## config.mk

```make
export PLATFORM = sky130hd
export DESIGN_NAME = hcbp_ctrl
export DESIGN_NICKNAME = d
export VERILOG_FILES = /design/src/hcbp_pkg.sv /design/src/hcbp_ctrl.sv
export SDC_FILE = /design/constraint.sdc
export NUM_CORES = 1
export LEC_CHECK = 0
export ABC_AREA = 1
export BUFFER_PORTS_ARGS = -buffer_cell sky130_fd_sc_hd__buf_2
export CAP_MARGIN = 10
export CORE_AREA = 2 2 39 41
export CTS_BUF_LIST = sky130_fd_sc_hd__clkbuf_8
export CTS_CLUSTER_DIAMETER = 40
export CTS_CLUSTER_SIZE = 14
export DETAILED_ROUTE_END_ITERATION = 8
export DIE_AREA = 0 0 41 43
export GPL_TIMING_DRIVEN = 0
export HOLD_SLACK_MARGIN = 0.15
export PLACE_DENSITY = 0.42
export SETUP_SLACK_MARGIN = 0.5
export SLEW_MARGIN = 20
export SYNTH_ARGS = -nofsm -noshare
export SYNTH_HDL_FRONTEND = slang
export SYNTH_SLANG_ARGS = --single-unit
```

## constraint.sdc

```tcl
create_clock -name clk -period 1.3 [get_ports clk]
set_clock_uncertainty 0.2 [all_clocks]
set_input_delay 0.325 -clock clk [delete_from_list [all_inputs] [get_ports clk]]
set_output_delay 0.325 -clock clk [all_outputs]
set_load 0.03 [all_outputs]
```

## src/hcbp_pkg.sv

```systemverilog
// ----------------------------------------------------------------------------
// Huffman code bit packer package
// Shared constants, codes, state and command types, and helper functions.
// ----------------------------------------------------------------------------
`default_nettype none

package hcbp_pkg;

  localparam int SYMBOL_COUNT  = 256;
  localparam int MAX_CODE_BITS = 32;
  localparam int WORD_BITS     = 32;
  localparam int BYTE_BITS     = 8;
  localparam int SYM_W         = 8;
  localparam int SYM_IDX_W     = (SYMBOL_COUNT > 1) ? $clog2(SYMBOL_COUNT) : 1;
  localparam int LEN_W         = 6;
  localparam int CODE_LEN_CAP  = (MAX_CODE_BITS < WORD_BITS) ? MAX_CODE_BITS : WORD_BITS;
  localparam int ACC_W         = WORD_BITS + BYTE_BITS;
  localparam int CNT_W         = 6;
  localparam int PCNT_W        = 3;
  localparam int KIND_W        = 2;
  localparam int IN_TDATA_W    = 48;
  localparam int OUT_TDATA_W   = 72;

  typedef enum logic [KIND_W-1:0] {
    KIND_LOAD   = 2'd0,
    KIND_ENCODE = 2'd1,
    KIND_END    = 2'd2
  } kind_t;

  typedef enum logic [1:0] {
    ST_IDLE,
    ST_MERGE,
    ST_EMIT,
    ST_FLUSH
  } state_t;

  // Controller to datapath.
  typedef struct packed {
    logic load;    // write a table entry from the input request
    logic lookup;  // register a table read for the input symbol
    logic merge;   // join the code word with the pending bits
    logic emit;    // send one completed byte
    logic settle;  // keep the leftover bits as the pending byte
    logic flush;   // send the end-of-block result and clear the block
  } cmd_t;

  // Datapath to controller.
  typedef struct packed {
    logic len_zero;  // looked-up symbol has no code bits
    logic cnt_ge8;   // at least one full byte is collected
    logic out_free;  // output register can take a result this cycle
  } sts_t;

  function automatic logic [WORD_BITS-1:0] sat_add(input logic [WORD_BITS-1:0] a,
                                                   input logic [WORD_BITS-1:0] b);
    logic [WORD_BITS:0] s;
    s = {1'b0, a} + {1'b0, b};
    return s[WORD_BITS] ? {WORD_BITS{1'b1}} : s[WORD_BITS-1:0];
  endfunction

  function automatic logic [WORD_BITS-1:0] code_mask(input logic [LEN_W-1:0] len);
    logic [WORD_BITS-1:0] m;
    if (len >= LEN_W'(WORD_BITS)) begin
      m = {WORD_BITS{1'b1}};
    end else begin
      m = ~({WORD_BITS{1'b1}} << len);
    end
    return m;
  endfunction

endpackage

`default_nettype wire

```

## src/hcbp_ctrl.sv

```systemverilog
// ----------------------------------------------------------------------------
// Huffman code bit packer controller
// Sequences table loads, lookups, byte emission and block flushes.
// ----------------------------------------------------------------------------
`default_nettype none

module hcbp_ctrl (
  input  wire logic                          clk,
  input  wire logic                          rst_n,
  input  wire logic                          in_tvalid,
  output logic                               in_tready,
  input  wire logic [hcbp_pkg::KIND_W-1:0]   in_kind,
  input  wire hcbp_pkg::sts_t                sts,
  output hcbp_pkg::cmd_t                     cmd
);

  hcbp_pkg::state_t state_r;
  hcbp_pkg::state_t state_nxt;
  logic             accept;

  assign in_tready = (state_r == hcbp_pkg::ST_IDLE);
  assign accept    = in_tvalid && in_tready;

  always_ff @(posedge clk) begin
    if (!rst_n) begin
      state_r <= hcbp_pkg::ST_IDLE;
    end else begin
      state_r <= state_nxt;
    end
  end

  // Next state.
  always_comb begin
    state_nxt = state_r;
    unique case (state_r)
      hcbp_pkg::ST_IDLE: begin
        if (accept) begin
          if (in_kind == hcbp_pkg::KIND_ENCODE) begin
            state_nxt = hcbp_pkg::ST_MERGE;
          end else if (in_kind == hcbp_pkg::KIND_END) begin
            state_nxt = hcbp_pkg::ST_FLUSH;
          end
        end
      end
      hcbp_pkg::ST_MERGE: begin
        state_nxt = sts.len_zero ? hcbp_pkg::ST_IDLE : hcbp_pkg::ST_EMIT;
      end
      hcbp_pkg::ST_EMIT: begin
        if (!sts.cnt_ge8) begin
          state_nxt = hcbp_pkg::ST_IDLE;
        end
      end
      hcbp_pkg::ST_FLUSH: begin
        if (sts.out_free) begin
          state_nxt = hcbp_pkg::ST_IDLE;
        end
      end
      default: state_nxt = hcbp_pkg::ST_IDLE;
    endcase
  end

  // Commands.
  always_comb begin
    cmd        = '0;
    cmd.load   = accept && (in_kind == hcbp_pkg::KIND_LOAD);
    cmd.lookup = accept && (in_kind == hcbp_pkg::KIND_ENCODE);
    unique case (state_r)
      hcbp_pkg::ST_IDLE:  ;
      hcbp_pkg::ST_MERGE: cmd.merge = 1'b1;
      hcbp_pkg::ST_EMIT: begin
        cmd.emit   = sts.cnt_ge8 && sts.out_free;
        cmd.settle = !sts.cnt_ge8;
      end
      hcbp_pkg::ST_FLUSH: cmd.flush = sts.out_free;
      default: ;
    endcase
  end

endmodule

`default_nettype wire

```

==> results of run 1 <==
[worst reg2reg max path, delay by kind of cell, from the launching register on]
kind / cells / cell delay, ns
simple gates: 6 / 0.42
flops: 1 / 0.36
buf+inv: 2 / 0.19
[cells in the mapped netlist (all sizes together)]
library cell	n	area, µm²
inv	9	33.8
nand2	9	38.8
nor2	7	36.3
nand3	5	35.0
nor3	4	20.0
dfxtp	2	40.0
a21oi	1	5.00
[area by class of cell]
class,instances,area [µm²]
Timing Repair Buffer,17,133
Inverter,9,41.3
Sequential cell,2,47.5
Clock buffer,3,41.3
Multi-Input combinational cell,26,188
Tap cell,16,20.0
Fill cell,158,913
[power by group]
group	switching (mW)	internal [mW]
Clock	0.0444	0.195
Combinational	0.159	0.116
Sequential	0.0226	0.0754
Total	0.226	0.387
[metrics by stage]
stage | hold WS [ns] | cell area [µm²] | utilization (%) | setup WS [ns] | setup TNS (ns)
after floorplan | 0.252 | 259 | - | -0.320 | -0.813
after global placement | 0.378 | 349 | 25.2 | -0.235 | -0.750
after detailed placement | 0.375 | 349 | 25.2 | -0.239 | -0.741
after CTS | 0.154 | 470 | 34.0 | -0.280 | -1.55
after global routing | 0.176 | 470 | 34.0 | -0.302 | -1.88
final | 0.158 | 470 | 34.0 | -0.267 | -1.53
[per-layer routing]
metal  up-vias  share of wire (%)  global-route usage, %
met2        11                 52                   13.8
met4         0                  0                   6.00
met5         -                  0                      0
met3         0                7.7                   4.71
met1       120                 40                   8.95
li1        154                  -                      -
[worst paths after layout]
check,endpoint,slack (ns),cells past startpoint
setup / recovery,cmd[5],-0.27,4
hold / removal,state_r[0]$_SDFFE_PN0P_,0.16,3
setup reg to reg,state_r[0]$_SDFFE_PN0P_,0.06,8
hold reg to reg,state_r[1]$_SDFFE_PN0P_,0.43,3
[kinds of logic (layout without fill, tap and decap cells)]
logic type             after synthesis  in the layout  synth area share, %
AND/OR/NAND/NOR                     25             25                 62.3
buffers and inverters                9             29                 16.2
flip-flops                           2              2                 19.2
AO/OA/AOI/OAI                        1              1                 2.39
[repair_timing]
item / in CTS / in global routing
resized for setup: 21 / 0
endpoints found under the setup margin: 9 / 9
hold buffers: 0 / 0
pin swaps: 3 / 2
buffers inserted: 3 / 0
==> summary.md, run 1 <==
| Metric | Value |
|---|---|
| Syn nets | `45` |
| Drt first pass iters | `1` |
| Max VDD drop | `around 380 µV` |
| Worst min path class | `primary input to flop` |
| Remaining antenna violation count | `0` |
| Max FFs per register | `2` |
| Clk_lat worst skew | `about 0.21 ns` |
| Crit path cell chain | `nor2_4 > nand2_2 > nor3_4 > buf_6` |
| Post-route DRC violation count | `0` |
| Top delay family on crit path | `flip-flops` |
| Slew Limit Fails | `0` |
| CP Launch Point | `state_r[0]$_SDFFE_PN0P_` |
| Most frequent cells in the layout | `buf_2, inv_1, nand2_1, buf_6, buf_4` |
| Crit-path max FO | `4` |
| Vias in the first global route | `262` |
| Routed vias/inst | `3.90` |
| Worst setup margin | `-0.267 ns` |
| Setup crit end kind | `output pin` |
| Failing checks | `negative setup slack` |
| PD cells | `approximately 1300 mW/mm²` |
| First-pass GRT wire length | `approximately 990 µm` |
| Die width | `41 µm` |
| Crit path required time | `0.77 ns` |
| Most common cell after layout, fill and taps aside | `buf_2` |
| Cell Count, Final, Fillers Out | `73` |
| Critical Path Source Type | `flop` |
| HPWL after detailed placement | `roughly 440 µm` |
| Biggest regs | `state_r x2` |
| Cells after Synth | `37` |
| Crit-path slowest cell | `dfxtp_4` |
| Leakage | `0.244 nW` |
| Reg-to-reg startpoint | `state_r[0]$_SDFFE_PN0P_` |
| Fin. Hold Viols | `0` |
| CP Buf/Inv Count | `1` |
| H-tree depth | `1` |
| Fin crit share | `121%` |
| Max-cap viol count | `0` |
| Layout cells sized above 1 | `slightly below 70%` |
| Die Span Y | `between 40 and 50 µm` |
| Max clock buf depth | `2` |
| RSZ-0062 raised after global routing | `true` |
| CTS tree | `done` |
| GRT Residual Overflow | `0` |
| Initial DRC count | `0` |
| #FFs+latches synth | `2` |
| RePlAce Congestion | `0.652` |
| Sequential-to-total area share from yosys stat | `between 10% and 20%` |
| Largest net degree at the start of global routing | `7` |
| Worst-path clk slew | `approximately 0.030 ns` |
| Yosys cell types | `12` |
| YS warnings | `0` |
| Total wire length | `608 µm` |
| Min-Delay Startpoint | `rst_n` |
| Largest Register | `state_r` |
| Max Fclk | `around 0.64 GHz` |
| Final count of negative-setup-slack endpoints | `7` |
| Num CTS Buffers | `3` |
| Number of buffers added on ports | `14` |
| Critical Path AT | `roughly 1.0 ns` |
| Root Driver | `clkbuf_8` |
| Via Count | `285` |
| Routed len/inst | `around 8.3 µm` |
| Antenna violations before repair | `0` |
| Num ports | `15` |
| Number of placement rows | `14` |
| Actual slew at the worst max-slew pin | `0.198 ns` |
| Dpl cells | `67` |
| Status | `finished, violations left` |
| Clock sink count | `2` |
| Core ar. | `roughly 0.0014 mm²` |
| Starting Density | `between 10% and 20%` |
| Avg Inst Size Synth | `between 5 and 6 µm²` |
| Crit Path Category | `flop to output pin` |
| All-Layer GR Usage | `a little under a tenth` |
| Final min period | `1.57 ns` |
| Nets | `between 60 and 70` |
| Relative slew slack | `86.8%` |
| Ant diodes | `0` |
| Mapped cell area | `about 210 µm²` |
| DIE AREA | `approximately 0.0018 mm²` |
| Synthesis-to-finish area growth | `125%` |
| Max stage delay on crit path | `roughly 0.36 ns` |
| Total Power | `just over 600 µW` |
No activity file was read; power rests on OpenSTA's default activity.
==> run 2: changes to the inputs <==
--- a/config.mk
+++ b/config.mk
@@ -16,7 +16,6 @@
 export DIE_AREA = 0 0 41 43
 export GPL_TIMING_DRIVEN = 0
 export HOLD_SLACK_MARGIN = 0.15
-export PLACE_DENSITY = 0.42
 export SETUP_SLACK_MARGIN = 0.5
 export SLEW_MARGIN = 20
 export SYNTH_ARGS = -nofsm -noshare
==> summary.md, run 2 (same netlist as run 1, synthesis figures left out) <==
| Metric | Value |
|---|---|
| Antenna violations before repair | `0` |
| Failing checks | `negative setup slack` |
| Routed vias/inst | `around 4.0` |
| Die Span Y | `between 40 and 50 µm` |
| Synthesis-to-finish area growth | `147%` |
| All-Layer GR Usage | `slightly below 10%` |
| Largest net degree at the start of global routing | `6` |
| Max FFs per register | `2` |
| Hold slack final | `roughly 0.15 ns` |
| Switching share of power | `between 30% and 40%` |
| Remaining antenna violation count | `0` |
| Max Fclk | `~0.64 GHz` |
| Leakage | `approximately 0.25 nW` |
| Clock sink count | `2` |
| Combinational power share | `50.3%` |
| Via Count | `294` |
| Max VDD drop | `around 550 µV` |
| Cell Count, Final, Fillers Out | `74` |
| Setup crit end kind | `output pin` |
| Fin. Hold Viols | `0` |
| Max-cap viol count | `0` |
| Ant diodes | `0` |
| Drt first pass iters | `2` |
| Nets | `approximately 70` |
| Total wire length | `637 µm` |
| Num CTS Buffers | `3` |
| Dpl ws | `-0.245 ns` |
| Worst-path clk slew | `~0.03 ns` |
| Crit Path Category | `flop to output pin` |
| Post-layout instance area | `roughly 520 µm²` |
| Critical Path AT | `roughly 1.0 ns` |
| First-pass GRT wire length | `1120 µm` |
| Actual slew at the worst max-slew pin | `roughly 0.2 ns` |
| Placement Cell Area | `about 350 µm²` |
| Number of placement rows | `14` |
| Sw Pwr | `roughly 250 µW` |
| Biggest regs | `state_r x2` |
| Worst setup margin | `-0.260 ns` |
| Routed len/inst | `between 8 and 9 µm` |
| CTS tree | `done` |
| Initial DRC count | `2` |
| Max clock buf depth | `2` |
| HPWL after detailed placement | `roughly 450 µm` |
| Number of buffers added on ports | `14` |
| Largest Register | `state_r` |
| Clock Power Share | `between 30% and 40%` |
| Worst min path class | `primary input to flop` |
| Fin crit share | `120%` |
| Die width | `41 µm` |
| Root Driver | `clkbuf_8` |
| Internal power | `422 µW` |
| Relative slew slack | `86.6%` |
| Crit path required time | `0.77 ns` |
| RSZ-0062 raised after global routing | `true` |
| Status | `finished, violations left` |
| GRT Residual Overflow | `0` |
| Core ar. | `0.00138 mm²` |
| Crit-path max FO | `5` |
| Post-route DRC violation count | `0` |
| Layout cells sized above 1 | `75.9%` |
| Slew Limit Fails | `0` |
| Setup TNS | `-1.57 ns` |
| Final count of negative-setup-slack endpoints | `9` |
| Util after Layout | `roughly 37%` |
| Vias in the first global route | `about 300` |
| Total Power | `673 µW` |
| PD cells | `approximately 1300 mW/mm²` |
| Final min period | `roughly 1.6 ns` |
| Most common cell after layout, fill and taps aside | `buf_6` |
| Most frequent cells in the layout | `buf_6, buf_2, inv_1` |
| Clk_lat worst skew | `between 0.2 and 0.25 ns` |
| Starting Density | `~15%` |
| DIE AREA | `0.00176 mm²` |
| H-tree depth | `1` |
| Seq pwr share | `approximately 14%` |
| Dpl cells | `67` |
| RePlAce Congestion | `~0.69` |
| Critical Path Source Type | `flop` |
| Num ports | `15` |
==> run 2: cell count changes in the layout (fill, tap and decap cells not counted), sizes merged <==
cell,previous run,this run
buf,17,18
==> run 2: final timing paths <==
check | slack, ns | start | depth (start not counted) | endpoint
max | -0.26 | state_r[1]$_SDFFE_PN0P_ | 4 | cmd[5]
min | 0.15 | rst_n | 3 | state_r[0]$_SDFFE_PN0P_
max reg2reg | -0.11 | state_r[0]$_SDFFE_PN0P_ | 10 | state_r[0]$_SDFFE_PN0P_
min reg2reg | 0.52 | state_r[0]$_SDFFE_PN0P_ | 4 | state_r[1]$_SDFFE_PN0P_
==> run 2: worst max-delay path, cell delays in order (launching register included) <==
cell and delay, ns:
dfxtp_4 0.35, nor2_4 0.12, nand2_2 0.08, nor3_4 0.13, buf_6 0.15
==> run 2: layer usage <==
metal	GRT usage [%]	vias to the layer above	share of wire, %
met1	10.9	132	34
met4	6.00	0	0
met5	0	-	0
li1	-	156	-
met3	4.71	0	6.4
met2	14.1	6	60
==> run 2: power groups by stage <==
stage,Combinational [mW],Sequential (mW),Clock [mW]
after detailed placement,0.214,0.0951,0
after CTS,0.317,0.0966,0.249
final,0.339,0.0965,0.238
after floorplan,0.166,0.0920,0
after global placement,0.211,0.0942,0
after global routing,0.366,0.0977,0.264
==> run 2: area by class of cell <==
class                           instances  area [µm²]
Fill cell                             150         867
Sequential cell                         2        47.5
Multi-Input combinational cell         26         221
Tap cell                               16        20.0
Inverter                                9        38.8
Clock buffer                            3        41.3
Timing Repair Buffer                   18         148
==> run 2: timing repair <==
item / in CTS / in global routing
gates resized for setup: 24 / 6
pin swaps: 5 / 2
buffers inserted: 4 / 0
setup endpoints to repair: 9 / 9
hold buffers: 0 / 0
hold endpoints to repair: 0 / 0
